--- src/sv/ledenc_pkg.sv ---
// ledenc_pkg: shared constants, register indexes and types of the led bit symbol encoder
// no dependencies; imported by the interfaces and all modules of the block

package ledenc_pkg;

   localparam int MAX_LEDS  = 1024;
   localparam int LED_W     = (MAX_LEDS > 1) ? $clog2(MAX_LEDS) : 1;
   localparam int DUR_W     = 15;
   localparam int BYTE_W    = 8;
   localparam int HDR_MAX   = 16;
   localparam int HDR_W     = 5;
   localparam int IDX_W     = $clog2(HDR_MAX);
   localparam int BIG_W     = 2;
   localparam int KIND_W    = 2;
   localparam int CSR_AW    = 5;
   localparam int CSR_DW    = 32;

   localparam logic [KIND_W-1:0] KIND_DATA   = 2'd0;
   localparam logic [KIND_W-1:0] KIND_HEADER = 2'd1;
   localparam logic [KIND_W-1:0] KIND_GAP    = 2'd2;

   typedef enum logic [2:0] {
      REG_ZERO_HIGH  = 3'd0,
      REG_ZERO_LOW   = 3'd1,
      REG_ONE_HIGH   = 3'd2,
      REG_ONE_LOW    = 3'd3,
      REG_GAP_HIGH   = 3'd4,
      REG_GAP_LOW    = 3'd5,
      REG_HDR_WIDTH  = 3'd6,
      REG_FOUR_CHAN  = 3'd7
   } reg_idx_type;

   typedef struct packed {
      logic [DUR_W-1:0] zero_high;
      logic [DUR_W-1:0] zero_low;
      logic [DUR_W-1:0] one_high;
      logic [DUR_W-1:0] one_low;
      logic [DUR_W-1:0] gap_high;
      logic [DUR_W-1:0] gap_low;
      logic [HDR_W-1:0] header_width;
      logic             four_channels;
   } cfg_type;

   // everything the symbol sequencer needs to expand one byte
   typedef struct packed {
      logic [BYTE_W-1:0]  pixel;
      logic [HDR_MAX-1:0] hdr_bits;
      logic [HDR_W-1:0]   hdr_len;
      logic               gap_pre;
      logic               gap_post;
      logic               last;
   } item_type;

endpackage

--- src/sv/ledenc_csr.sv ---
// ledenc_csr: apb-style configuration registers of the led bit symbol encoder
// depends on ledenc_pkg

module ledenc_csr import ledenc_pkg::*; (
   input  logic              clock,
   input  logic              reset,
   input  logic              psel,
   input  logic              penable,
   input  logic              pwrite,
   input  logic [CSR_AW-1:0] paddr,
   input  logic [CSR_DW-1:0] pwdata,
   output logic [CSR_DW-1:0] prdata,
   output logic              pready,
   output cfg_type           cfg
);

   cfg_type     cfg_ff;
   cfg_type     cfg_in;
   reg_idx_type idx;
   logic        wr_en;

   assign pready = 1'b1;
   assign wr_en  = psel && penable && pwrite;
   assign idx    = reg_idx_type'(paddr[CSR_AW-1:2]);

   always_comb begin
      cfg_in = cfg_ff;
      if (wr_en) begin
         unique case (idx)
            REG_ZERO_HIGH: cfg_in.zero_high     = pwdata[DUR_W-1:0];
            REG_ZERO_LOW:  cfg_in.zero_low      = pwdata[DUR_W-1:0];
            REG_ONE_HIGH:  cfg_in.one_high      = pwdata[DUR_W-1:0];
            REG_ONE_LOW:   cfg_in.one_low       = pwdata[DUR_W-1:0];
            REG_GAP_HIGH:  cfg_in.gap_high      = pwdata[DUR_W-1:0];
            REG_GAP_LOW:   cfg_in.gap_low       = pwdata[DUR_W-1:0];
            REG_HDR_WIDTH: cfg_in.header_width  = pwdata[HDR_W-1:0];
            REG_FOUR_CHAN: cfg_in.four_channels = pwdata[0];
            default:       cfg_in = cfg_ff;
         endcase
      end
   end

   always_comb begin
      unique case (idx)
         REG_ZERO_HIGH: prdata = CSR_DW'(cfg_ff.zero_high);
         REG_ZERO_LOW:  prdata = CSR_DW'(cfg_ff.zero_low);
         REG_ONE_HIGH:  prdata = CSR_DW'(cfg_ff.one_high);
         REG_ONE_LOW:   prdata = CSR_DW'(cfg_ff.one_low);
         REG_GAP_HIGH:  prdata = CSR_DW'(cfg_ff.gap_high);
         REG_GAP_LOW:   prdata = CSR_DW'(cfg_ff.gap_low);
         REG_HDR_WIDTH: prdata = CSR_DW'(cfg_ff.header_width);
         REG_FOUR_CHAN: prdata = CSR_DW'(cfg_ff.four_channels);
         default:       prdata = '0;
      endcase
   end

   always_ff @(posedge clock) begin
      if (reset) begin
         cfg_ff <= '0;
      end else begin
         cfg_ff <= cfg_in;
      end
   end

   assign cfg = cfg_ff;

endmodule

--- config.mk ---
export PLATFORM = sky130hd
export DESIGN_NAME = ledenc_csr
export DESIGN_NICKNAME = d
export VERILOG_FILES = /design/src/sv/ledenc_pkg.sv /design/src/sv/ledenc_csr.sv
export SDC_FILE = /design/constraint.sdc
export NUM_CORES = 1
export LEC_CHECK = 0
export ABC_AREA = 1
export BUFFER_PORTS_ARGS = -buffer_cell sky130_fd_sc_hd__buf_4
export CAP_MARGIN = 20
export CORE_UTILIZATION = 50
export CTS_CLUSTER_DIAMETER = 60
export DETAILED_ROUTE_END_ITERATION = 8
export PLACE_DENSITY = 0.9
export SLEW_MARGIN = 20
export SYNTH_ARGS = -nofsm -noshare
export SYNTH_HDL_FRONTEND = slang
export SYNTH_SLANG_ARGS = --single-unit
--- constraint.sdc ---
create_clock -name clock -period 1.9 [get_ports clock]
set_input_delay 0.38 -clock clock [delete_from_list [all_inputs] [get_ports clock]]
set_output_delay 0.38 -clock clock [all_outputs]
set_load 0.02 [all_outputs]
# After elaboration in Yosys (flattened, before gate mapping)
# Cells that the tools add are included.
dict set report word_totals {
  ff_bits 96
  in_bits 42
}
dict set report classes {
  reduce_logical 11
  n_mux 1
  eq_ne 7
}
# cell n
set op_table {}
lappend op_table {{one-hot mux 32 bit (8 select lines)} 1}
lappend op_table {{AND reduction 2 bit} 8}
lappend op_table {{== test 3 bit, second input constant} 4}
lappend op_table {{== test 3 x 2 -> 1 bit, second input constant} 2}
lappend op_table {{== test 3 x 1 -> 1 bit, second input constant} 1}
lappend op_table {{logical NOT 3 bit} 1}
lappend op_table {{logical AND 1 bit} 2}

# Longest topological paths before layout
# Gate-level depths: netlist of the first run.
dict set report logic_depth {
  depth_word 3
  mapped_depth 7
}

# Worst setup path before layout of the first run
# Ideal clock, no wire load.
dict set report synth_timing {
  path_kind {input-to-output}
  startpoint {in paddr[2]}
  endpoint {out prdata[0]}
  arrival_ns 1.300
  slack_ns 0.220
  path_stages 7
  path_cell_list {buf_6 -> nor2_8 -> nand2_4 -> inv_1 -> buf_4 -> nand2_1 -> nand3_1}
}
dict set report synth_between {
  elab_chain_len 2
  word_cells_on_any_way 9
  cone_classes {7 x eq/ne; 1 x mux; 1 x reduce/logical}
}
# element line
set synth_rtl {}
lappend synth_rtl {{start, declared} ledenc_csr.sv:10} ;# input logic [CSR_AW-1:0] paddr,
lappend synth_rtl {{== test 3 bit (tied with other cells)} ledenc_csr.sv:44} ;# unique case (idx)
lappend synth_rtl {{one-hot mux 32 bit (8 select lines) *} ledenc_csr.sv:44}
lappend synth_rtl {{end, declared} ledenc_csr.sv:12} ;# output logic [CSR_DW-1:0] prdata,
# Every way passes the cells marked *; elsewhere a longest branch is shown, timed or not. The select of a mux whose other input is x is not followed.

# Worst setup path after layout of the first run
dict set report layout_timing {
  startpoint {in paddr[3]}
  endpoint {out prdata[7]}
}
# Same word-level chain as after synthesis.

==> metrics, run 1 <==
final sum of negative setup slack=0 ns; RSZ-0062 raised after global routing=false; number of max-slew violations in the final report=0; routed via count=5,249; highest ir drop seen on vdd=0.418 mV; GRT Resource Usage Total=30.4%; largest net degree at the start of global routing=97; data arrival time of the worst path=1.47 ns; hold violation count in the final report=0; fraction of the core area covered by cells at the end of the flow=66.1%; proportion of layout cells with a drive suffix above 1=25.5%; total I/O pin count=171; global placement routability congestion=0.907; largest family of logic cells by synthesized area=simple AND/OR/NAND/NOR gates; number of global-route vias before repair=4,608; critical setup path kind=input pin to primary output; NumNets Final=834; mux contribution to synthesized area=0%; area share of xor/xnor cells in the synthesized design=0%; cts bufs inserted=9; Worst setup EP type=primary output; Peak Freq=541 MHz; setup violation total in the final timing report=0; number of max-capacitance violations reported=0; initial antenna violation count=0; H-tree lvl count=3; height of the die=100 um; number of inserted diodes=0; end point of the critical path=prdata[7]; RR Endpoint=cfg[67]; standby leakage power=2.71 nW; number of cells traversed by the worst register-to-register path=2; buffer levels on the longest clock path=2; status=finished clean; Clk pin slew, worst setup/hold paths=0.10 ns; average cell area after synthesis=7.15 um^2; Initial DRT Pass Iterations=6; # DRC=0; clock tree from TritonCTS=built; reg-to-reg critical path startpoint=cfg[67]; worst min-delay path category=input pin to flop; sum of overflow across all layers after global routing=0; Post-synth EDFFs=0; simple-gate portion of the synthesized area=36.1%; R2R setup slack=1.18 ns; adder and majority cell fraction of the synthesized area=0%; sequential share of the synthesized area=40.0%; routed wire length per instance=16.7 um; max FFs per register=96; residual antenna-violating net count after detailed routing=0; synth-to-layout area growth=27.7%; critical path launch point type=input pin; power per cell area=662 mW/mm^2; final period utilization=97.3%; global-route wire length before repair=23,600 um; Netlist Area Pre-Place=0.00481 mm^2; most used flip-flop cell after synthesis=dfxtp_1; width of the die=100 um; area enclosed by the die boundary=0.0100 mm^2; transition time of the tightest slew-check pin=0.565 ns; vias per std cell=5.67; number of library cell types mapped by synthesis=26; required time of the critical path=1.52 ns; area fraction in compound gates after synthesis=11.0%; headroom to the max-slew limit=62.3%; Floorplan Core Area=0.00928 mm^2; largest fanout on the critical path=10; drt first-iter violations=493; total wire length after detailed routing=15,500 um; Post-Syn Instances=672; CTS root buffer=clkbuf_8; clock period minus worst slack=1.85 ns; FFs w/ async S/R, synth=0%; CTS sink cnt=96; count of buffers from port buffering=133; Setup Skew=0 ns; initial core utilization=51.8%; clock insertion delay at the later pin of the skew report=0.35 ns; number of synthesized register bits=96; standard-cell rows=35; first element of the critical path=paddr[3]; Detail Placement HPWL=10,700 um; synthesis warning total=0
## per-layer routing
layer / part of all wire [%] / routed length, um / track usage, % / vias up
li1: - / - / - / 2463
met1: 40 / 6220 / 41.4 / 2391
met2: 47 / 7230 / 50.1 / 354
met3: 11 / 1710 / 4.18 / 41
met4: 2.1 / 330 / 9.81 / 0
met5: 0 / 0 / 0 / -
## cell families (layout without fill, tap and decap cells)
logic type,Yosys count,count (layout)
compound gates,106,106
flops,96,96
simple gates,352,352
other cells,2,18
buf+inv,116,225
## cell type report
type / count / area [um^2]
Sequential cell: 96 / 1920
Inverter: 44 / 173
Fill cell: 789 / 3150
Clock buffer: 12 / 145
Clock inverter: 4 / 76.3
Multi-Input combinational cell: 476 / 2330
Timing Repair Buffer: 165 / 1330
Tap cell: 129 / 161
## critical path, stage by stage
cell and delay, ns:
buf_4 0.16, nor2_8 0.22, buf_12 0.16, nand3_1 0.08, o21ai_0 0.15, inv_1 0.07, nand3_1 0.10, buf_4 0.14
## Yosys cell counts (6+ instances only)
cell      count  area [um^2]
nor3_1       92          460
nor2_1      136          510
buf_2        18         90.1
dfxtp_1      96         1920
buf_4        25          188
nor2_4        6         67.6
clkbuf_1     16         60.1
nand4_1      37          231
nand2_1      36          135
nand3_1      32          160
buf_6         7         78.8
inv_1        41          154
o21ai_0     101          505
## placed cells by master, fill, tap and decap left out, drive strengths merged
master / count
clkinvlp: 1
buf: 165
nor2: 144
clkbuf: 12
bufinv: 2
clkinv: 1
conb: 18
nor3: 96
nand2: 38
inv: 44
nand3: 37
nand4: 37
o21ai: 106
dfxtp: 96
## repair_timing
action / CTS / global route
hold buffers: 0 / 0
setup endpoints to repair: 0 / 5
gates resized for setup: 0 / 2
setup buffers: 0 / 2
## stage by stage
stage                     total power, mW  instance area [um^2]  hold WS, ns  setup WS, ns  cells
after floorplan                      2.40                  4870        0.511         0.220    688
final                                4.07                  6140        0.343        0.0520    926
after detailed placement             2.58                  5900        0.526        0.0730    908
after global routing                 4.16                  6140        0.340       0.00681    926
after CTS                            4.04                  6120        0.332        0.0634    924
after global placement               2.58                  5900        0.522        0.0815    908
## how the worst min path moves through the flow
stage / start / to / depth (start not counted)
5_1_grt: pwdata[13] / cfg[79] / 3
6_report: pwdata[13] / cfg[79] / 3
3_5_place_dp: cfg[4] / cfg[4] / 2
3_3_place_gp: cfg[14] / cfg[14] / 2
4_1_cts: pwdata[13] / cfg[79] / 3
2_1_floorplan: pwdata[1] / cfg[67] / 2
## power by group
part           internal, mW  leakage [nW]  switching, mW
clock network         0.785         0.107          0.731
logic                 0.156          1.83          0.334
registers              2.04         0.775         0.0237
(Power assumes the default switching activity.)
==> run 2: changes to the inputs <==
--- a/config.mk
+++ b/config.mk
@@ -11,8 +11,7 @@
 export CORE_UTILIZATION = 50
 export CTS_CLUSTER_DIAMETER = 60
 export DETAILED_ROUTE_END_ITERATION = 8
-export PLACE_DENSITY = 0.9
-export SLEW_MARGIN = 20
+export PLACE_DENSITY_LB_ADDON = 0.15
 export SYNTH_ARGS = -nofsm -noshare
 export SYNTH_HDL_FRONTEND = slang
 export SYNTH_SLANG_ARGS = --single-unit
==> constraint.sdc (replaced) <==
create_clock -name clock -period 2 [get_ports clock]
set_input_delay 0.4 -clock clock [delete_from_list [all_inputs] [get_ports clock]]
set_output_delay 0.4 -clock clock [all_outputs]
set_load 0.02 [all_outputs]
==> run 2 against run 1 <==
Global-route usage is 0.36 points higher. Highest routed layer unchanged. Critical endpoint is now prdata[14]. Critical path depth is 1 lower. Non-clock buffer count is 1 lower. Clock power shrank 20%. Hold slack improved by 0.025 ns. Largest power group unchanged. Critical path type unchanged. Flip-flop and latch count is the same.
==> metrics, run 2 (synthesis results as in run 1) <==
number of inserted diodes=0; total wire length after detailed routing=15,400 um; routed wire length per instance=16.7 um; Clk pin slew, worst setup/hold paths=0.10 ns; max FFs per register=96; CTS root buffer=clkbuf_8; part of the power in combinational logic=12.8%; internal power=2.58 mW; Design Area, Final=0.00608 mm^2; switching share of total power=29.1%; routed via count=5,235; width of the die=100 um; # DRC=0; Initial DRT Pass Iterations=5; number of max-capacitance violations reported=0; Floorplan Core Area=0.00928 mm^2; Worst setup EP type=primary output; critical path launch point type=input pin; worst hold slack=0.368 ns; count of buffers from port buffering=133; Placement Cell Area=0.00589 mm^2; global placement routability congestion=0.913; largest fanout on the critical path=25; residual antenna-violating net count after detailed routing=0; required time of the critical path=1.60 ns; initial antenna violation count=0; final sum of negative setup slack=0 ns; register area=0.00192 mm^2; area enclosed by the die boundary=0.0100 mm^2; buffer levels on the longest clock path=2; reg-to-reg critical path startpoint=cfg[84]; fillcell total=862; most common cell after layout, fill and taps aside=buf_4; power share of the sequential group=53.8%; data arrival time of the worst path=1.50 ns; initial core utilization=51.8%; Setup Skew=0 ns; total I/O pin count=171; first element of the critical path=paddr[4]; number of max-slew violations in the final report=0; Most common cell on crit path=buf_4; area of combinational cells with multiple inputs=0.00233 mm^2; status=finished clean; CTS sink cnt=96; Detail Placement HPWL=11,000 um; NumNets Final=833; standard-cell rows=35; final period utilization=94.8%; proportion of layout cells with a drive suffix above 1=25.4%; global-route wire length before repair=23,900 um; cell-by-cell listing of the critical path=buf_4, buf_12, nand3_4, o21ai_0, inv_1, nand3_1, buf_4; most frequent cells in the layout=buf_4, nor2_1, o21ai_0, dfxtp_1, nor3_1; height of the die=100 um; critical path's largest stage delay=0.25 ns; Sw Pwr=1.06 mW; largest net degree at the start of global routing=34; critical setup path kind=input pin to primary output; Final Power=3.63 mW; CTS Hold Buffers Added=0; drt first-iter violations=386; cts bufs inserted=9; worst min-delay path category=input pin to flop; vias per std cell=5.66; RSZ-0062 raised after global routing=false; number of global-route vias before repair=4,577; Hold Path Depth=3; RR Endpoint=cfg[84]; number of cells traversed by the worst register-to-register path=2; power share of the clock group=33.4%; sum of overflow across all layers after global routing=0; power per cell area=598 mW/mm^2; setup violation total in the final timing report=0; standby leakage power=2.68 nW; slowest stage cell, crit path=o21ai_0; R2R setup slack=1.29 ns; H-tree lvl count=3; highest ir drop seen on vdd=0.280 mV; end point of the critical path=prdata[14]; clock period minus worst slack=1.90 ns; synth-to-layout area growth=26.4%; clock tree from TritonCTS=built; GRT Resource Usage Total=30.8%; hold violation count in the final report=0; clock insertion delay at the later pin of the skew report=0.36 ns; Peak Freq=527 MHz
## run 2: cell types whose count changed in the layout (fill, tap and decap cells not counted), sizes merged
| cell | change |
|---|---|
| clkinv | +2 |
| clkbuf | -1 |
| buf | -1 |
| bufinv | -2 |
| clkinvlp | +1 |
## run 2: worst min path at each step
stage	startpoint	end	slack (ns)
floorplan	pwdata[1]	cfg[67]	0.53
global placement	cfg[45]	cfg[45]	0.50
detailed placement	cfg[45]	cfg[45]	0.52
CTS	pwdata[7]	cfg[13]	0.35
global route	pwdata[10]	cfg[91]	0.36
finish	pwdata[7]	cfg[13]	0.37
## run 2: critical path, delay by kind of cell
family | cells | cell delay [ns]
simple gates | 2 | 0.33
compound gates | 1 | 0.25
buf+inv | 4 | 0.51
## run 2: power by group through the flow
stage	registers, mW	clock network (mW)	logic [mW]
floorplan	2.02	0	0.258
global placement	2.00	0	0.448
detailed placement	2.00	0	0.455
CTS	1.96	1.21	0.455
global route	1.96	1.28	0.493
finish	1.96	1.21	0.464
## run 2: final cells by class
type,count,area share (%)
Inverter,44,2.84
Clock inverter,5,0.679
Sequential cell,96,31.6
Multi-Input combinational cell,476,38.4
Tap cell,129,2.66
Timing Repair Buffer,164,21.5
Clock buffer,11,2.33
## run 2: stage by stage
step / std cells / util (%) / setup WS (ns)
after global routing: 925 / 65.5 / 0.00408
after global placement: 909 / 63.5 / 0.112
after CTS: 925 / 65.5 / 0.0756
after detailed placement: 909 / 63.5 / 0.0775
after floorplan: 688 / - / 0.280
final: 925 / 65.5 / 0.103
## run 2: routing by layer
metal | up-vias | share of wire, % | track usage (%)
li1 | 2456 | - | -
met1 | 2436 | 42 | 44.3
met2 | 307 | 46 | 47.3
met3 | 36 | 9.4 | 2.79
met5 | - | 0 | 0
met4 | 0 | 2.9 | 13.5
## run 2: repair_timing
action | in CTS | in global routing
endpoints found under the setup margin | 0 | 3
resized for setup | 0 | 3
setup buffers | 0 | 0
