File: src/sv/ledenc_pkg.sv
// ledenc_pkg: shared constants, register indexes and types of the led bit symbol encoder
// no dependencies; imported by the interfaces and all modules of the block

package ledenc_pkg;

   localparam int MAX_LEDS  = 1024;
   localparam int LED_W     = (MAX_LEDS > 1) ? $clog2(MAX_LEDS) : 1;
   localparam int DUR_W     = 15;
   localparam int BYTE_W    = 8;
   localparam int HDR_MAX   = 16;
   localparam int HDR_W     = 5;
   localparam int IDX_W     = $clog2(HDR_MAX);
   localparam int BIG_W     = 2;
   localparam int KIND_W    = 2;
   localparam int CSR_AW    = 5;
   localparam int CSR_DW    = 32;

   localparam logic [KIND_W-1:0] KIND_DATA   = 2'd0;
   localparam logic [KIND_W-1:0] KIND_HEADER = 2'd1;
   localparam logic [KIND_W-1:0] KIND_GAP    = 2'd2;

   typedef enum logic [2:0] {
      REG_ZERO_HIGH  = 3'd0,
      REG_ZERO_LOW   = 3'd1,
      REG_ONE_HIGH   = 3'd2,
      REG_ONE_LOW    = 3'd3,
      REG_GAP_HIGH   = 3'd4,
      REG_GAP_LOW    = 3'd5,
      REG_HDR_WIDTH  = 3'd6,
      REG_FOUR_CHAN  = 3'd7
   } reg_idx_type;

   typedef struct packed {
      logic [DUR_W-1:0] zero_high;
      logic [DUR_W-1:0] zero_low;
      logic [DUR_W-1:0] one_high;
      logic [DUR_W-1:0] one_low;
      logic [DUR_W-1:0] gap_high;
      logic [DUR_W-1:0] gap_low;
      logic [HDR_W-1:0] header_width;
      logic             four_channels;
   } cfg_type;

   // everything the symbol sequencer needs to expand one byte
   typedef struct packed {
      logic [BYTE_W-1:0]  pixel;
      logic [HDR_MAX-1:0] hdr_bits;
      logic [HDR_W-1:0]   hdr_len;
      logic               gap_pre;
      logic               gap_post;
      logic               last;
   } item_type;

endpackage

File: src/sv/ledenc_seq.sv
// ledenc_seq: symbol sequencer, expands one planned item into gap, header and data symbols
// depends on ledenc_pkg; holds the item register and the result register

module ledenc_seq import ledenc_pkg::*; (
   input  logic              clock,
   input  logic              reset,
   input  cfg_type           cfg,
   input  item_type          item_in,
   input  logic              load,
   output logic              take_ok,
   output logic              out_valid,
   input  logic              out_ready,
   output logic [DUR_W-1:0]  out_high,
   output logic [DUR_W-1:0]  out_low,
   output logic [KIND_W-1:0] out_kind,
   output logic              out_run_last,
   output logic              out_frame_end
);

   typedef enum logic [3:0] {
      PH_GAP  = 4'b0001,
      PH_HDR  = 4'b0010,
      PH_DATA = 4'b0100,
      PH_END  = 4'b1000
   } phase_type;

   item_type          item_ff, item_next_in;
   logic              busy_ff, busy_in;
   phase_type         phase_ff, phase_in;
   logic [IDX_W-1:0]  idx_ff, idx_in;

   logic              ovalid_ff, ovalid_in;
   logic [DUR_W-1:0]  ohigh_ff, ohigh_in;
   logic [DUR_W-1:0]  olow_ff, olow_in;
   logic [KIND_W-1:0] okind_ff, okind_in;
   logic              olast_ff, olast_in;
   logic              oend_ff, oend_in;

   logic              advance;
   logic              sym_bit;
   logic              sym_last;
   logic              hdr_done;
   logic              data_done;
   logic [DUR_W-1:0]  sym_high, sym_low;
   logic [KIND_W-1:0] sym_kind;
   phase_type         start_phase;
   phase_type         after_gap;

   assign advance   = busy_ff && (!ovalid_ff || out_ready);
   assign hdr_done  = (idx_ff == IDX_W'(item_ff.hdr_len - 1'b1));
   assign data_done = (idx_ff[2:0] == 3'd7);
   assign after_gap = (item_ff.hdr_len != '0) ? PH_HDR : PH_DATA;
   assign take_ok   = !busy_ff || (advance && sym_last);

   always_comb begin
      if (item_in.gap_pre) begin
         start_phase = PH_GAP;
      end else if (item_in.hdr_len != '0) begin
         start_phase = PH_HDR;
      end else begin
         start_phase = PH_DATA;
      end
   end

   // current symbol
   always_comb begin
      sym_bit  = 1'b0;
      sym_last = 1'b0;
      sym_kind = KIND_DATA;
      unique case (phase_ff)
         PH_GAP: begin
            sym_kind = KIND_GAP;
         end
         PH_HDR: begin
            sym_kind = KIND_HEADER;
            sym_bit  = item_ff.hdr_bits[idx_ff];
         end
         PH_DATA: begin
            sym_bit  = item_ff.pixel[idx_ff[2:0]];
            sym_last = data_done && !item_ff.gap_post;
         end
         PH_END: begin
            sym_kind = KIND_GAP;
            sym_last = 1'b1;
         end
         default: begin
            sym_kind = KIND_DATA;
         end
      endcase
      if (sym_kind == KIND_GAP) begin
         sym_high = cfg.gap_high;
         sym_low  = cfg.gap_low;
      end else if (sym_bit) begin
         sym_high = cfg.one_high;
         sym_low  = cfg.one_low;
      end else begin
         sym_high = cfg.zero_high;
         sym_low  = cfg.zero_low;
      end
   end

   always_comb begin
      busy_in      = busy_ff;
      phase_in     = phase_ff;
      idx_in       = idx_ff;
      item_next_in = item_ff;
      if (advance) begin
         unique case (phase_ff)
            PH_GAP: begin
               phase_in = after_gap;
               idx_in   = '0;
            end
            PH_HDR: begin
               if (hdr_done) begin
                  phase_in = PH_DATA;
                  idx_in   = '0;
               end else begin
                  idx_in = idx_ff + 1'b1;
               end
            end
            PH_DATA: begin
               if (data_done) begin
                  phase_in = PH_END;
               end else begin
                  idx_in = idx_ff + 1'b1;
               end
            end
            PH_END: begin
               phase_in = PH_END;
            end
            default: begin
               phase_in = PH_DATA;
            end
         endcase
         if (sym_last) begin
            busy_in = 1'b0;
         end
      end
      // a new transaction is loaded while idle, or in the same cycle the previous one issues its last symbol
      if (load) begin
         busy_in      = 1'b1;
         item_next_in = item_in;
         phase_in     = start_phase;
         idx_in       = '0;
      end
   end

   always_comb begin
      ovalid_in = ovalid_ff;
      ohigh_in  = ohigh_ff;
      olow_in   = olow_ff;
      okind_in  = okind_ff;
      olast_in  = olast_ff;
      oend_in   = oend_ff;
      if (advance) begin
         ovalid_in = 1'b1;
         ohigh_in  = sym_high;
         olow_in   = sym_low;
         okind_in  = sym_kind;
         olast_in  = sym_last;
         oend_in   = sym_last && item_ff.last;
      end else if (out_ready) begin
         ovalid_in = 1'b0;
      end
   end

   always_ff @(posedge clock) begin
      if (reset) begin
         busy_ff   <= 1'b0;
         phase_ff  <= PH_DATA;
         idx_ff    <= '0;
         ovalid_ff <= 1'b0;
      end else begin
         busy_ff   <= busy_in;
         phase_ff  <= phase_in;
         idx_ff    <= idx_in;
         ovalid_ff <= ovalid_in;
      end
   end

   always_ff @(posedge clock) begin
      item_ff  <= item_next_in;
      ohigh_ff <= ohigh_in;
      olow_ff  <= olow_in;
      okind_ff <= okind_in;
      olast_ff <= olast_in;
      oend_ff  <= oend_in;
   end

   assign out_valid     = ovalid_ff;
   assign out_high      = ohigh_ff;
   assign out_low       = olow_ff;
   assign out_kind      = okind_ff;
   assign out_run_last  = olast_ff;
   assign out_frame_end = oend_ff;

endmodule

File: config.mk
export PLATFORM = sky130hd
export DESIGN_NAME = ledenc_seq
export DESIGN_NICKNAME = d
export VERILOG_FILES = /design/src/sv/ledenc_pkg.sv /design/src/sv/ledenc_seq.sv
export SDC_FILE = /design/constraint.sdc
export NUM_CORES = 1
export LEC_CHECK = 0
export BUFFER_PORTS_ARGS = -buffer_cell sky130_fd_sc_hd__buf_4
export CAP_MARGIN = 20
export CORE_ASPECT_RATIO = 0.7
export CORE_MARGIN = 5
export CORE_UTILIZATION = 43
export CTS_CLUSTER_SIZE = 10
export DETAILED_ROUTE_END_ITERATION = 8
export PLACE_DENSITY = 0.74
export SYNTH_ARGS = -nofsm -noshare
export SYNTH_HDL_FRONTEND = slang
export SYNTH_SLANG_ARGS = --single-unit
export TNS_END_PERCENT = 10
File: constraint.sdc
create_clock -name clock -period 2.3 [get_ports clock]
set_input_delay 0.46 -clock clock [delete_from_list [all_inputs] [get_ports clock]]
set_output_delay 0.46 -clock clock [all_outputs]
set_load 0.05 [all_outputs]
Word-level counts from Yosys, hierarchy flattened
Index checks and enable logic that the tools add are counted.

Add/subtract/negate cells: 2. Multiplexer cells: 27. Order comparisons: 2. Equal/unequal tests: 10. Reduce and logical (&&, ||, !) cells: 20.

Operator list (number): two-way mux 15 bit (4); two-way mux 4 bit (6); case mux 4 bit (4 select lines) (1); case mux 4 bit (3 select lines) (1); nonzero test 5 bit (2); two-way mux 3 bit (3); two-way mux 1 bit (7); inequality test 3 bit (second input constant) (2); AND reduction 3 bit (2); nonzero test 2 bit (3); less-than comparator 4 x 5 -> 1 bit (second input constant) (1); adder 4 x 1 -> 4 bit (second input constant) (1); binary-select mux 1 bit (select 4 bit) (1); == test 4 x 1 -> 1 bit (second input constant) (1); == test 4 x 2 -> 1 bit (second input constant) (1); == test 4 x 3 -> 1 bit (second input constant) (1); == test 4 bit (1); == test 4 bit (second input constant) (1); logical AND 1 bit (4); less-than comparator 3 x 4 -> 1 bit (second input constant) (1); case mux 1 bit (2 select lines) (2); case mux 2 bit (2 select lines) (1); OR reduction 2 bit (2); subtractor 4 x 1 -> 4 bit (second input constant) (1); other kinds (8) (11).

Register bits: 75. Input port bits: 132.

Longest topological paths before layout
Depth in word-level cells: 6. Mapped depth: 7. Gate-level depth less buffers: 7.

Least setup slack after synthesis
OpenSTA, ideal clock, no wires.

Kind: reg-to-reg. Start point: register idx_ff[1]. End point: register ohigh_ff[0] (netlist: out_high[0]) (data pin). Arrival: 1993 ps. Buffers on the path: 2. Cell stages (with the launch flop): 8. Setup time: 260 ps. Slack: 47 ps. Period minus slack after synthesis: 2253 ps. Cells stage by stage: dfxtp_1 buf_6 mux4_2 nor2_1 nor3_1 nor4_4 buf_6 mux2_4.

Longest elaborated chain between the ends: 5.

Ends and longest elaborated chain: from (decl) (line ledenc_seq.sv:30) `logic [IDX_W-1:0] idx_ff, idx_in;`; from (signal assigned) (line ledenc_seq.sv:176) `idx_ff <= idx_in;`; binary-select mux 1 bit (select 4 bit) / binary-select mux 1 bit (select 3 bit) (equally long branches) (line ledenc_seq.sv:76, ledenc_seq.sv:79); two-way mux 1 bit, on equally long branches (line ledenc_seq.sv:76, ledenc_seq.sv:79); case mux 1 bit (2 select lines) (*) (line ledenc_seq.sv:70) `unique case (phase_ff)`; two-way mux 15 bit (*) (line ledenc_seq.sv:93) `end else if (sym_bit) begin`; two-way mux 15 bit (*) (line ledenc_seq.sv:90) `if (sym_kind == KIND_GAP) begin`; via sym_high[0] (line ledenc_seq.sv:44) `logic [DUR_W-1:0] sym_high, sym_low;`; to (signal assigned) (line ledenc_seq.sv:183) `ohigh_ff <= ohigh_in;`; to (decl) (line ledenc_seq.sv:33) `logic [DUR_W-1:0] ohigh_ff, ohigh_in;`.

The timed path passes the listed nets; every way through them passes the cells marked *. The select of a mux whose other input is x is not followed. A chain may end at the register's enable or synchronous reset.

Worst setup path after layout
Start point: register idx_ff[1]. End point: register ohigh_ff[8] (netlist: out_high[8]) (data pin).

Same word-level chain as after synthesis.

==> results summary <==
In this run the tightest slew margin relative to its limit is 70.73%. On the final layout, the worst hold slack is 0.3145 ns. The number of maximum-capacitance violations came out at 0. The number of antenna violations at the first check in global routing was 0. TritonCTS built the clock tree. The distinct cell type count after synthesis is 46. The number of hold buffers added after CTS is 0.

The width of the die is around 120 µm. The final weighted congestion in routability-driven placement came out at 0.8282. The hold-critical path endpoint is item_ff[30]. The routed design has ~10000 µm of wire. In this run the worst path has a maximum fanout of 7. For this run, the total global-route usage over all layers was measured as 18.01%.

The share of the Yosys chip area taken by registers is 56.75%. Based on the critical path, the design can be clocked at up to around 420 MHz. The instance count of the mapped netlist is about 250. The via count of the routed design came out at 2782. The area growth from synthesis to layout is 50.78%. The number of cells after detailed placement came out at approximately 540. The required time at the endpoint of the critical path came out at about 2.4 ns.

The per-instance average area after synthesis came out at 15.23 µm². The aggregate global routing overflow is 0. The number of stages on the worst hold path is 1. In the final layout, the multi-input gates occupy about 0.0015 mm². The share of synthesized flip-flops with an asynchronous set or reset came out at 0%. The highest ir drop seen on vdd is between 0.5 and 0.6 mV. The buffer levels on the longest clock path came out at 2. The total leakage power came out at around 0.0025 µW. Power spread over the standard cell area amounts to 716.7 mW/mm².

The number of clock buffers added by TritonCTS is 9. The area of the core came out at roughly 0.0085 mm². The area share of the largest cell type after synthesis is between 50% and 60%.

The main flop type after synthesis is sky130_fd_sc_hd__edfxtp_1. The checks that failed: setup timing. The commonest cells after synthesis are sky130_fd_sc_hd__edfxtp_1, sky130_fd_sc_hd__mux2_2, sky130_fd_sc_hd__mux2_4. STA classifies the critical path startpoint as a flip-flop. The count of fill cells added during filler insertion came out at 640.

At the end of the flow the core is filled with cells to between 60% and 70%. The launch instance of the worst min-delay path is item_in[30]. The clock-pin slew on the worst setup and hold paths is approximately 0.06 ns. The number of setup violations in the final report came out at 31. The final cell count without fillers came out at between 500 and 600. The number of synthesized register bits is 75. The placement row count came out at 28. The via count of the first global-routing pass was 2994. The ratio of final minimum period to clock period is 102.6%. The run finished, with violations left. The count of flip-flops with a built-in enable after synthesis came out at between 60 and 70. The total count of max-transition violations in the final report is 0. Entering global routing, the biggest net connects 37 pins. The number of design-rule violations left by the first detailed-router iteration came out at about 150. The repair_antennas step left the layout with diodes totalling 0. The startpoint of the most critical register-to-register path is idx_ff[1]. The total count of hold-check failures in the final report is 0. about 170 I/O pins were placed. For this run, design rule violations remaining after detail routing come to 0. The arrival time of data at the critical path endpoint is ~2.4 ns. Power comes to slightly above 4000 µW.

The first global-routing pass estimated ~15000 µm of wire. The worst-case clock skew came out at about 0.0054 ns. Setup repair after global routing could not meet its margin everywhere. CTS saw 75 sinks. The tightest min-delay check is of the in -> reg type. The post-layout minimum cycle time is about 2.4 ns. By instance count, the leading cell after synthesis is sky130_fd_sc_hd__edfxtp_1. The antenna violation net count after detailed routing came out at 0. The root buffer selected by CTS is sky130_fd_sc_hd__clkbuf_16. After detailed routing, the average wire length per cell comes to roughly 18 µm.

The worst reg2reg path depth is 8. The final layout contains roughly 570 nets. The worst reg-to-reg setup slack is -0.06 ns.

The die covers about 0.011 mm². The synthesized netlist net count came out at 384. The post-synthesis instance area is 0.003792 mm². The critical path is of the reg -> reg type. The detailed-router iteration count before antenna repair is 4. The worst setup path is captured at a flip-flop.

The synthesized design spends more area on one cell type than any other, namely sky130_fd_sc_hd__edfxtp_1. The total number of yosys warnings came out at 0. The per-cell via count in the routed design is ~5.0. The H-tree depth is 3. After layout, the worst setup slack is -0.05904 ns. The destination of the worst register-to-register timing path is out_high[8]. Measured along the y axis, the die boundary spans just under 90 µm. The register area came out at about 0.0022 mm². At the pin with the least slew margin, the transition time is around 0.44 ns. For the worst-skew pair, the clock arrives at the later sink with an insertion delay of 0.32 ns. The starting density of the core is 44.55%. The HPWL after detailed placement is about 7400 µm. Of the cells placed in the final design, the portion with a size suffix greater than 1 is between 60% and 70%. Sorting the synthesized cells by area gives the leading types as sky130_fd_sc_hd__edfxtp_1, sky130_fd_sc_hd__mux2_4, sky130_fd_sc_hd__mux2_2. The port buffer count is 161.
## cell usage in the layout, fill, tap and decap left out, types with 6 or more instances in the layout
master / instances
sky130_fd_sc_hd__buf_4: 179
sky130_fd_sc_hd__clkbuf_16: 10
sky130_fd_sc_hd__dfxtp_1: 7
sky130_fd_sc_hd__edfxtp_1: 65
sky130_fd_sc_hd__inv_1: 8
sky130_fd_sc_hd__mux2_2: 36
sky130_fd_sc_hd__mux2_4: 30
sky130_fd_sc_hd__nand2_1: 9
sky130_fd_sc_hd__nor2_1: 11
sky130_fd_sc_hd__xnor2_1: 6
## cell families (layout without fill, tap and decap cells)
group / Yosys count / count (layout) / share of synthesized area (%)
AOI/OAI and AO/OA: 22 / 22 / 4.058
xor gates and xnor gates: 8 / 8 / 2.243
adders and majority gates: 3 / 3 / 0.9899
buffers and inverters: 21 / 211 / 3.167
DFF: 75 / 75 / 56.75
muxes: 72 / 72 / 25.34
and+or+nand+nor: 48 / 48 / 7.457
## critical path, stage by stage (launching register included)
cell and delay (ns):
sky130_fd_sc_hd__dfxtp_4 0.39, sky130_fd_sc_hd__buf_8 0.13, sky130_fd_sc_hd__mux4_2 0.50, sky130_fd_sc_hd__nor2_2 0.10
sky130_fd_sc_hd__nor3_2 0.06, sky130_fd_sc_hd__nor4_4 0.24, sky130_fd_sc_hd__buf_6 0.21, sky130_fd_sc_hd__clkbuf_16 0.19
sky130_fd_sc_hd__mux2_4 0.29
## routing by layer
metal  global-route usage [%]  up-vias  routed length [µm]
li1                         -     1324                   -
met1                    22.58     1335                4042
met2                    30.36      113                5089
met3                    6.262       10                 764
met4                    4.268        0                 117
met5                        0        -                   0
## flip-flops by register name, summed over array words and instances (netlist names)
register       flops
busy_ff            1
item_ff           31
out_frame_end      1
out_valid          1
out_low           15
idx_ff             4
out_high          15
phase_ff           4
out_kind           2
out_run_last       1
## per-stage QoR
stage / area (µm²) / setup TNS [ns] / worst slack [ns]
detailed placement: 5236 / -4.475 / -0.1660
global route: 5718 / -4.049 / -0.1568
finish: 5718 / -1.237 / -0.05904
global placement: 5236 / -3.545 / -0.1234
CTS: 5660 / -1.288 / -0.06558
floorplan: 3792 / 0 / 0.04652
## power breakdown
| part | internal [µW] | leakage, µW | switching (µW) |
|---|---|---|---|
| logic | 471 | 0.00159 | 428 |
| clock network | 1050 | 0.000162 | 509 |
| registers | 1600 | 0.000709 | 39.1 |
## cell type report
cell class / instances / area share (%)
multi-input cells: 153 / 26.98
clock buffers: 9 / 3.939
flip-flops and latches: 75 / 37.75
clock inverters: 7 / 1.860
inverters: 8 / 0.5252
well taps: 120 / 2.626
repair buffers: 187 / 26.32
## timing repair
item / in CTS / in global routing
setup buffers: 2 / 1
gates cloned: 2 / 1
pin swaps: 4 / 2
gates resized for setup: 12 / 8
setup endpoints to repair: 31 / 31
## how the worst max path moves through the flow
stage / slack, ns / cells after the start / endpoint / start
6_report: -0.06 / 8 / out_high[8] / idx_ff[1]
5_1_grt: -0.16 / 8 / take_ok / idx_ff[1]
4_1_cts: -0.07 / 8 / out_high[6] / idx_ff[1]
3_5_place_dp: -0.17 / 7 / out_high[2] / idx_ff[1]
3_3_place_gp: -0.12 / 7 / out_low[5] / idx_ff[1]
2_1_floorplan: 0.05 / 7 / out_high[0] / idx_ff[1]
Note: power is estimated with default switching activity, not from simulation.
