## src/sv/ledenc_pkg.sv

```systemverilog
// ledenc_pkg: shared constants, register indexes and types of the led bit symbol encoder
// no dependencies; imported by the interfaces and all modules of the block

package ledenc_pkg;

   localparam int MAX_LEDS  = 1024;
   localparam int LED_W     = (MAX_LEDS > 1) ? $clog2(MAX_LEDS) : 1;
   localparam int DUR_W     = 15;
   localparam int BYTE_W    = 8;
   localparam int HDR_MAX   = 16;
   localparam int HDR_W     = 5;
   localparam int IDX_W     = $clog2(HDR_MAX);
   localparam int BIG_W     = 2;
   localparam int KIND_W    = 2;
   localparam int CSR_AW    = 5;
   localparam int CSR_DW    = 32;

   localparam logic [KIND_W-1:0] KIND_DATA   = 2'd0;
   localparam logic [KIND_W-1:0] KIND_HEADER = 2'd1;
   localparam logic [KIND_W-1:0] KIND_GAP    = 2'd2;

   typedef enum logic [2:0] {
      REG_ZERO_HIGH  = 3'd0,
      REG_ZERO_LOW   = 3'd1,
      REG_ONE_HIGH   = 3'd2,
      REG_ONE_LOW    = 3'd3,
      REG_GAP_HIGH   = 3'd4,
      REG_GAP_LOW    = 3'd5,
      REG_HDR_WIDTH  = 3'd6,
      REG_FOUR_CHAN  = 3'd7
   } reg_idx_type;

   typedef struct packed {
      logic [DUR_W-1:0] zero_high;
      logic [DUR_W-1:0] zero_low;
      logic [DUR_W-1:0] one_high;
      logic [DUR_W-1:0] one_low;
      logic [DUR_W-1:0] gap_high;
      logic [DUR_W-1:0] gap_low;
      logic [HDR_W-1:0] header_width;
      logic             four_channels;
   } cfg_type;

   // everything the symbol sequencer needs to expand one byte
   typedef struct packed {
      logic [BYTE_W-1:0]  pixel;
      logic [HDR_MAX-1:0] hdr_bits;
      logic [HDR_W-1:0]   hdr_len;
      logic               gap_pre;
      logic               gap_post;
      logic               last;
   } item_type;

endpackage

```

## src/sv/ledenc_plan.sv

```systemverilog
// ledenc_plan: frame position tracking (byte in group, led index) and item planning
// depends on ledenc_pkg; feeds ledenc_seq with one item_type per accepted byte

module ledenc_plan import ledenc_pkg::*; (
   input  logic              clock,
   input  logic              reset,
   input  cfg_type           cfg,
   input  logic              accept,
   input  logic [BYTE_W-1:0] pixel_byte,
   input  logic              frame_last,
   output item_type          item
);

   logic [BIG_W-1:0] big_ff, big_in;
   logic [LED_W-1:0] led_ff, led_in;
   logic             started_ff, started_in;

   logic             gap_en;
   logic             opens_led;
   logic [HDR_W-1:0] hw_clamped;
   logic [BIG_W:0]   big_inc;
   logic [BIG_W:0]   group_size;
   logic [LED_W:0]   led_inc;

   assign gap_en     = (cfg.gap_high != '0) || (cfg.gap_low != '0);
   assign opens_led  = (big_ff == '0);
   assign hw_clamped = (cfg.header_width > HDR_W'(HDR_MAX)) ? HDR_W'(HDR_MAX)
                                                              : cfg.header_width;
   assign group_size = cfg.four_channels ? (BIG_W+1)'(4) : (BIG_W+1)'(3);
   assign big_inc    = {1'b0, big_ff} + 1'b1;
   assign led_inc    = {1'b0, led_ff} + 1'b1;

   always_comb begin
      item.pixel    = pixel_byte;
      item.hdr_bits = HDR_MAX'(led_ff);
      item.hdr_len  = opens_led ? hw_clamped : '0;
      item.gap_pre  = opens_led && started_ff && gap_en;
      item.gap_post = frame_last && gap_en;
      item.last     = frame_last;
   end

   always_comb begin
      big_in     = big_ff;
      led_in     = led_ff;
      started_in = started_ff;
      if (accept) begin
         // a byte past the group size (size changed mid frame) still closes the group
         big_in = (big_inc >= group_size) ? '0 : big_inc[BIG_W-1:0];
         if (opens_led) begin
            started_in = 1'b1;
            led_in     = (led_inc >= (LED_W+1)'(MAX_LEDS)) ? '0 : led_inc[LED_W-1:0];
         end
         if (frame_last) begin
            big_in     = '0;
            led_in     = '0;
            started_in = 1'b0;
         end
      end
   end

   always_ff @(posedge clock) begin
      if (reset) begin
         big_ff     <= '0;
         led_ff     <= '0;
         started_ff <= 1'b0;
      end else begin
         big_ff     <= big_in;
         led_ff     <= led_in;
         started_ff <= started_in;
      end
   end

endmodule

```

## config.mk

```make
export PLATFORM = sky130hd
export DESIGN_NAME = ledenc_plan
export DESIGN_NICKNAME = d
export VERILOG_FILES = /design/src/sv/ledenc_pkg.sv /design/src/sv/ledenc_plan.sv
export SDC_FILE = /design/constraint.sdc
export NUM_CORES = 1
export LEC_CHECK = 0
export BUFFER_PORTS_ARGS = -buffer_cell sky130_fd_sc_hd__buf_2
export CORE_UTILIZATION = 33
export DETAILED_ROUTE_END_ITERATION = 6
export PLACE_DENSITY = 0.88
export SYNTH_ARGS = -nofsm -noshare
export SYNTH_HDL_FRONTEND = slang
export SYNTH_SLANG_ARGS = --single-unit
```

## constraint.sdc

```tcl
create_clock -name clock -period 4.25 [get_ports clock]
set_input_delay 0.425 -clock clock [delete_from_list [all_inputs] [get_ports clock]]
set_output_delay 0.425 -clock clock [all_outputs]
set_load 0.03 [all_outputs]
```

### After elaboration in Yosys (flattened, before gate mapping)

Cells that the tools add are included.

| cells by class | value |
|---|---|
| add/sub/neg operators | 2 |
| magnitude comparators | 3 |
| multiplexer cells | 10 |
| reduce and logical (&&, ||, !) cells | 9 |

Operator list:

| cell | count |
|---|---|
| $mux W10 | 3 |
| $reduce_bool A15 Y1 | 2 |
| $add A10 B1 Y11 const B | 1 |
| $ge A11 B11 Y1 const B | 1 |
| $mux W5 | 2 |
| $gt A5 B5 Y1 const B | 1 |
| $mux W2 | 2 |
| $add A2 B1 Y3 const B | 1 |
| $ge A3 B3 Y1 | 1 |
| $logic_and A1 B1 Y1 | 3 |
| $mux W3 | 1 |
| $logic_not A2 Y1 | 1 |
| $mux W1 | 2 |
| $reduce_and A2 Y1 | 1 |
| $reduce_bool A2 Y1 | 1 |
| $logic_or A1 B1 Y1 | 1 |

| storage, ports and cells | value |
|---|---|
| register bits | 13 |
| input bits | 108 |
| output and inout port bits | 32 |
| logic and storage cells | 27 |

### Longest topological paths before layout

Gate-level depths: netlist of the first run.

| depth | value |
|---|---|
| word-level depth | 5 |
| depth in mapped cells | 7 |
| depth with buffers taken out | 6 |

### Least setup slack after synthesis of the first run

OpenSTA, ideal clock, no wires.

| timing path | value |
|---|---|
| kind | reg2reg |
| start | register led_ff[0] |
| end | register led_ff[6] |
| setup time | 0.070 ns |
| arrival time | 1.609 ns |
| required time | 4.180 ns |
| setup slack | 2.571 ns |
| stages on the path, launching flop included | 7 |
| path buffers | 1 |
| period minus slack after synthesis | 1.679 ns |
| cells stage by stage | dfxtp_1 > ha_1 > and3_1 > buf_4 > nand2_1 > or4_1 > a21oi_1 |

| between the ends | value |
|---|---|
| longest elaborated chain between the ends | 5 |

Ends and longest elaborated chain:

| element | line | text |
|---|---|---|
| start: declaration | ledenc_plan.sv:15 | `logic [LED_W-1:0] led_ff, led_in;` |
| start signal: assignment | ledenc_plan.sv:68 | `led_ff <= led_in;` |
| $add A10 B1 Y11 (*) | ledenc_plan.sv:31 | `assign led_inc = {1'b0, led_ff} + 1'b1;` |
| $ge A11 B11 Y1 | ledenc_plan.sv:51 | `led_in = (led_inc >= (LED_W+1)'(MAX_LEDS)) ? '0 : led_inc[LED_W-1:0];` |
| $mux W10 (*) | ledenc_plan.sv:51 |  |
| $mux W10 (*) | ledenc_plan.sv:49 | `if (opens_led) begin` |
| $mux W10 (*) | ledenc_plan.sv:53 | `if (frame_last) begin` |

Mark *: on every way between the ends. The rest lies on a longest branch, timed or not. The select of a mux whose other input is x is not followed.
A chain may end at the register's enable or synchronous reset.

==> impl_results.md, run 1 <==
- Layout cells sized above 1: 0.360
- Clock network power share: 0.280
- Post-synth ARST share: 0
- Synth area leader: dfxtp_1
- Finished Core Util: 0.437
- Net Switching: 85.1 uW
- Gpl congestion: 0.853
- Initial antenna violation count: 0
- Wirelength per Cell: 11.7 um
- Largest net degree at the start of global routing: 11
- Post-DP HPWL: 2020 um
- Area delta synth->final: 22.5%
- DRT Pass-1 Iters: 6
- Setup Viol. Count Final: 0
- CTS tree: built
- YS warnings: 0
- Top FF cell, synth: dfxtp_1
- Most common cell after layout, fill and taps aside: buf_2
- WS Path Type: reg2out
- Crit-path max cell delay: ~360 ps
- First-pass GRT wire length: ~4200 um
- Ports: 140
- Failing checks: DRC
- Slew Limit Fails: 0
- Vias/cell: approximately 5.0
- Switching share of power: 0.311
- Post-synth EDFFs: 0
- Kind of end point of the critical path: output port
- Synth cell types: 35
- PwrDens: 223 nW/um2
- CP Cell Sequence: inv_1 > ha_1 > nor2b_1 > and2_1 > buf_2
- Die X: approximately 57 um
- Leading cell types in the layout, fill and taps excluded: buf_2 (57), nand2_1 (14), dfxtp_1 (13)
- Worst Hold Class: in2reg
- Die H: 57.0 um
- N_diodes: 0
- Clock skew: 5.27 ps
- Flop2flop setup slack: 2560 ps
- FF-to-FF Start: big_ff[0]$_SDFFE_PP0P_
- Cell area after synthesis: 1000 um2
- Core Footprint: 2810 um2
- Crit path arrival time: 1670 ps
- Startpoint Class: flop
- Final Hold Fails: 0
- CP Data Required Time: about 3800 ps
- Die Area: 3250 um2
- FF+latch count, synth: 13
- Hold endpoint: led_ff[1]$_SDFFE_PP0P_
- Synth Instances: 128
- Gr ovfl total: 0
- Final Net Count: between 200 and 300
- R2R depth: 6
- Share of the synthesized area in the top cell type: 0.260
- Worst vdd ir: 0.159 mV
- Clock latency on the worst-skew pair: 280 ps
- Setup tns final: 0 ps
- Final wirelength: 2420 um
- Drt initial violations: 28
- Post-synthesis sequential area ratio: 0.260
- Syn avg cell area: 7.81 um2
- Worst-path fanout max: 10
- Root Driver: clkbuf_4
- Crit path time final: 2090 ps
- Total CTS buffers: 3
- Combinational power share: 0.258
- Placed Cells: 202
- Min-delay src: reset
- Critical path startpoint: big_ff[0]$_SDFFE_PP0P_
- Clock Pin Slew Worst Setup and Hold Paths: approximately 80 ps
- Tot GR Track Use: 0.160
- Number of core rows: 19
- Final period util: 0.493
- Int Power: 189 uW
- Reg power frac: 0.462
- Max Fclk: 478 MHz
- Maximum clock path buffer count: 2
- Via count: 1036
- Initial Util: 0.356
- Hold path cells: 2
- Status: finished with violations
- # hold bufs at CTS: 0
- Static leakage: 0.000587 uW
- PortBufs: 57
- Post-CTS resize count: 0
- Setup Buffers After CTS: 0
- Synth area leaders: dfxtp_1 (26%), buf_4 (13%), ha_1 (7.5%)
- Clock Sinks: 13
- Max_cap viols: 0
- CP max-delay cell: ha_1
- Non-Filler Instances: approximately 200
- Post-DRT Antenna Nets: 0
- Vias in the first global route: 958
- Drt drc: 4
- Unrepaired setup endpoints after global routing: false
- H-tree depth: 1
- Reg2reg end: led_ff[7]$_SDFFE_PP0P_
-- how the worst max path moves through the flow --
stage,end,depth (start not counted)
after CTS,item[6],5
after global routing,item[6],5
after detailed placement,item[2],6
final,item[6],5
after global placement,item[2],6
after floorplan,led_ff[6]$_SDFFE_PP0P_,6
-- final cells by class --
type | count | area (um2)
inverter | 6 | 22.5
multi-input combinational | 95 | 592
tap | 31 | 38.8
timing repair buffer | 57 | 285
fill | 292 | 1580
clock buffer | 4 | 26.3
sequential | 13 | 260
-- critical path, delay by kind of cell, from the launching register on --
kind,cells,cell delay [ps]
AND/OR/NAND/NOR,2,410
buffers and inverters,2,270
adder cells (fa/ha/maj),1,360
flip-flops,1,350
-- state kept, by name (all words and copies together) (netlist names) --
| name | flops |
|---|---|
| big_ff | 2 |
| led_ff | 10 |
| started_ff | 1 |
-- cells in the mapped netlist (2+ instances only) --
| library cell | instances |
|---|---|
| and2_1 | 5 |
| or4_1 | 2 |
| nand2_1 | 14 |
| inv_1 | 6 |
| nand2b_1 | 2 |
| a31oi_1 | 2 |
| o21ai_0 | 9 |
| a21oi_1 | 10 |
| ha_1 | 6 |
| nand4_1 | 3 |
| nand3_1 | 3 |
| o311ai_0 | 2 |
| dfxtp_1 | 13 |
| buf_4 | 17 |
| and3_1 | 3 |
| nor2b_1 | 2 |
| nor4_1 | 7 |
| nor2_1 | 5 |
-- layer usage --
layer | GRT usage | part of all wire | vias to the layer above
li1 | - | - | 532
met1 | 0.200 | 0.42 | 474
met2 | 0.287 | 0.52 | 28
met3 | 0.0385 | 0.053 | 2
met4 | 0.0209 | 0.0021 | 0
met5 | 0 | 0 | -
-- metrics by stage --
step,instance area [um2],total power (uW),hold slack [ps],worst slack [ps]
after detailed placement,1200,200,496,2400
after floorplan,1020,192,458,2570
after global routing,1220,290,450,1950
after CTS,1220,276,433,2130
after global placement,1200,199,484,2390
final,1220,274,432,2160
-- power by group through the flow --
stage | Combinational (uW) | Sequential, uW | Clock (uW)
floorplan | 61.4 | 130 | 0
global placement | 69.9 | 129 | 0
detailed placement | 71.0 | 129 | 0
CTS | 71.2 | 126 | 78.2
global route | 78.4 | 127 | 84.3
finish | 70.6 | 126 | 76.7
-- cell families (layout without fill, tap and decap cells) --
family / Yosys count / in the layout / synth area share
adders and majority gates: 6 / 6 / 0.0751
and+or+nand+nor: 55 / 55 / 0.327
buffers and inverters: 25 / 67 / 0.166
xor gates and xnor gates: 1 / 1 / 0.00876
AOI/OAI and AO/OA: 27 / 27 / 0.159
DFF: 13 / 13 / 0.260
other: 1 / 6 / 0.00375
Note: power is estimated with default switching activity, not from simulation.
==> inputs of run 2 (changes only) <==
--- a/config.mk
+++ b/config.mk
@@ -6,9 +6,9 @@
 export NUM_CORES = 1
 export LEC_CHECK = 0
 export BUFFER_PORTS_ARGS = -buffer_cell sky130_fd_sc_hd__buf_2
-export CORE_UTILIZATION = 33
+export CORE_UTILIZATION = 27
 export DETAILED_ROUTE_END_ITERATION = 6
-export PLACE_DENSITY = 0.88
+export PLACE_DENSITY = 0.78
 export SYNTH_ARGS = -nofsm -noshare
 export SYNTH_HDL_FRONTEND = slang
 export SYNTH_SLANG_ARGS = --single-unit
==> constraint.sdc (replaced) <==
create_clock -name clock -period 1.8 [get_ports clock]
set_input_delay 0.18 -clock clock [delete_from_list [all_inputs] [get_ports clock]]
set_output_delay 0.18 -clock clock [all_outputs]
set_load 0.03 [all_outputs]
==> run 2 against run 1 <==
Compared with the run above: routed wire length is 5.1% higher; worst hold slack worse by 200 ps; clock power grew to 3.3 times the previous value; largest power group unchanged; critical endpoint is now led_ff[6]$_SDFFE_PP0P_; sequential power is 140% higher; critical path depth stayed put; die area is 21% higher; the run now ends clean.
==> impl_results.md, run 2 (same netlist as run 1, synthesis figures left out) <==
- Status: finished, final reports clean
- CTS tree: built
- Via count: 1002 (-3.3%)
- Clock latency on the worst-skew pair: 240 ps (-40 ps)
- Final period util: 0.918
- Gpl congestion: 0.820 (-3.8%)
- Setup Viol. Count Final: 0 (unchanged)
- First-pass GRT wire length: 4080 um (-2.2%)
- Drt drc: 0 (-4)
- Largest register FFs: 10 (unchanged)
- Worst Hold Class: in2reg
- H-tree depth: 1 (unchanged)
- Placed Cells: 219 (+8.4%)
- Hold path cells: 2 (unchanged)
- Final Instance Area: 1290 um2 (+5.5%)
- Number of core rows: 21 (+2)
- Tot GR Track Use: 0.131 (-0.0298)
- Final Net Count: 292 (+0.69%)
- Startpoint Class: flop
- Core Footprint: 3440 um2 (+23%)
- Die H: 62.9 um (+10%)
- Placed cell area: 1230 um2 (+2.8%)
- Die Area: 3950 um2 (+21%)
- Setup Buffers After CTS: 0 (unchanged)
- Vias in the first global route: 932 (-2.7%)
- Static leakage: 0.000608 uW (+3.6%)
- Met3 WL: 133 um (+3.9%)
- Final Hold Fails: 0 (unchanged)
- Post-CTS resize count: 1 (+1)
- Most common cell after layout, fill and taps aside: buf_2
- Slew Limit Fails: 0 (unchanged)
- R2R depth: 5 (-1)
- Initial Util: 0.290 (-0.0659)
- Crit path time final: 1650 ps
- Die X: 62.9 um (+10%)
- Reg with most FFs: led_ff
- Gr ovfl total: 0 (unchanged)
- Drt initial violations: 29 (+3.6%)
- Max layer used: met4
- # hold bufs at CTS: 0 (unchanged)
- N_diodes: 0 (unchanged)
- Initial antenna violation count: 0 (unchanged)
- WS Path Type: reg2reg
- Root Driver: clkbuf_8
- Largest regs: led_ff (10), big_ff (2), started_ff (1)
- Final wirelength: 2540 um (+5.1%)
- Ports: 140 (unchanged)
- Setup tns final: 0 ps (unchanged)
- Post-DRT Antenna Nets: 0 (unchanged)
- Unrepaired setup endpoints after global routing: false
- Fillers: 385 (+32%)
- Clock skew: 1.26 ps (-4.01 ps)
- Crit path arrival time: 1820 ps (+150 ps)
- Leading cell types in the layout, fill and taps excluded: buf_2 (57), nand2_1 (14), dfxtp_1 (13)
- Clock Pin Slew Worst Setup and Hold Paths: 50 ps (-30 ps)
- Total CTS buffers: 3 (unchanged)
- M1 WL: 1100 um (+7.7%)
- Worst vdd ir: 0.155 mV (-2.2%)
- Largest net degree at the start of global routing: 11 (unchanged)
- Clock Sinks: 13 (unchanged)
- Kind of end point of the critical path: flop
- DR WL met2: 1290 um (+2.1%)
- Worst-path fanout max: 6 (-4)
- Non-Filler Instances: 223 (+8.3%)
- Post-DP HPWL: 2150 um (+6.5%)
- PortBufs: 57 (unchanged)
- Max_cap viols: 0 (unchanged)
- Vias/cell: 4.49 (-11%)
- Layout cells sized above 1: 0.379 (+0.0185)
- Area delta synth->final: 29.3%
- CP Data Required Time: 1970 ps (-1860 ps)
- Max Fclk: 605 MHz
- PwrDens: 563 nW/um2 (+150%)
- DRT Pass-1 Iters: 4 (-2)
- Wirelength per Cell: 11.4 um (-2.9%)
- Maximum clock path buffer count: 2 (unchanged)
run 2: cell count changes in the layout (fill, tap and decap cells not counted), sizes merged:
cell / previous run / this run
buf: 57 / 59
run 2: power by group:
| group | total, uW | internal (uW) | switching, uW |
|---|---|---|---|
| Clock | 255 | 156 | 98.9 |
| Combinational | 174 | 72.1 | 102 |
| Sequential | 299 | 293 | 5.23 |
| Total | 727 | 521 | 206 |
run 2: metal layers:
| layer | global-route usage | up-vias |
|---|---|---|
| li1 | - | 535 |
| met1 | 0.148 | 435 |
| met2 | 0.239 | 30 |
| met3 | 0.0274 | 2 |
| met4 | 0.0436 | 0 |
| met5 | 0 | - |
run 2: final timing paths:
path	start	end	slack, ps
setup / recovery	led_ff[0]$_SDFFE_PP0P_	led_ff[6]$_SDFFE_PP0P_	150
hold / removal	reset	big_ff[1]$_SDFFE_PP0P_	230
setup reg to reg	led_ff[0]$_SDFFE_PP0P_	led_ff[6]$_SDFFE_PP0P_	150
hold reg to reg	big_ff[1]$_SDFFE_PP0P_	big_ff[1]$_SDFFE_PP0P_	490
run 2: cell type report:
cell class,instances,area (um2),area share
sequential,13,260,0.201
inverter,6,22.5,0.0174
timing repair buffer,59,300,0.232
multi-input combinational,95,607,0.470
clock buffer,4,45.0,0.0348
tap,46,57.6,0.0445
run 2: critical path, stage by stage, from the launching register on:
cell and delay [ps]:
dfxtp_1 410, ha_1 210, and3_1 300, nand2_1 120, or4_1 410, a21oi_1 140
run 2: stage by stage:
stage / setup slack (ps) / utilization / hold slack, ps / power [uW]
global route: 16.9 / 0.376 / 245 / 773
floorplan: 121 / - / 279 / 452
global placement: 167 / 0.358 / 360 / 473
detailed placement: 132 / 0.358 / 360 / 476
finish: 147 / 0.376 / 230 / 727
CTS: 72.5 / 0.372 / 227 / 736
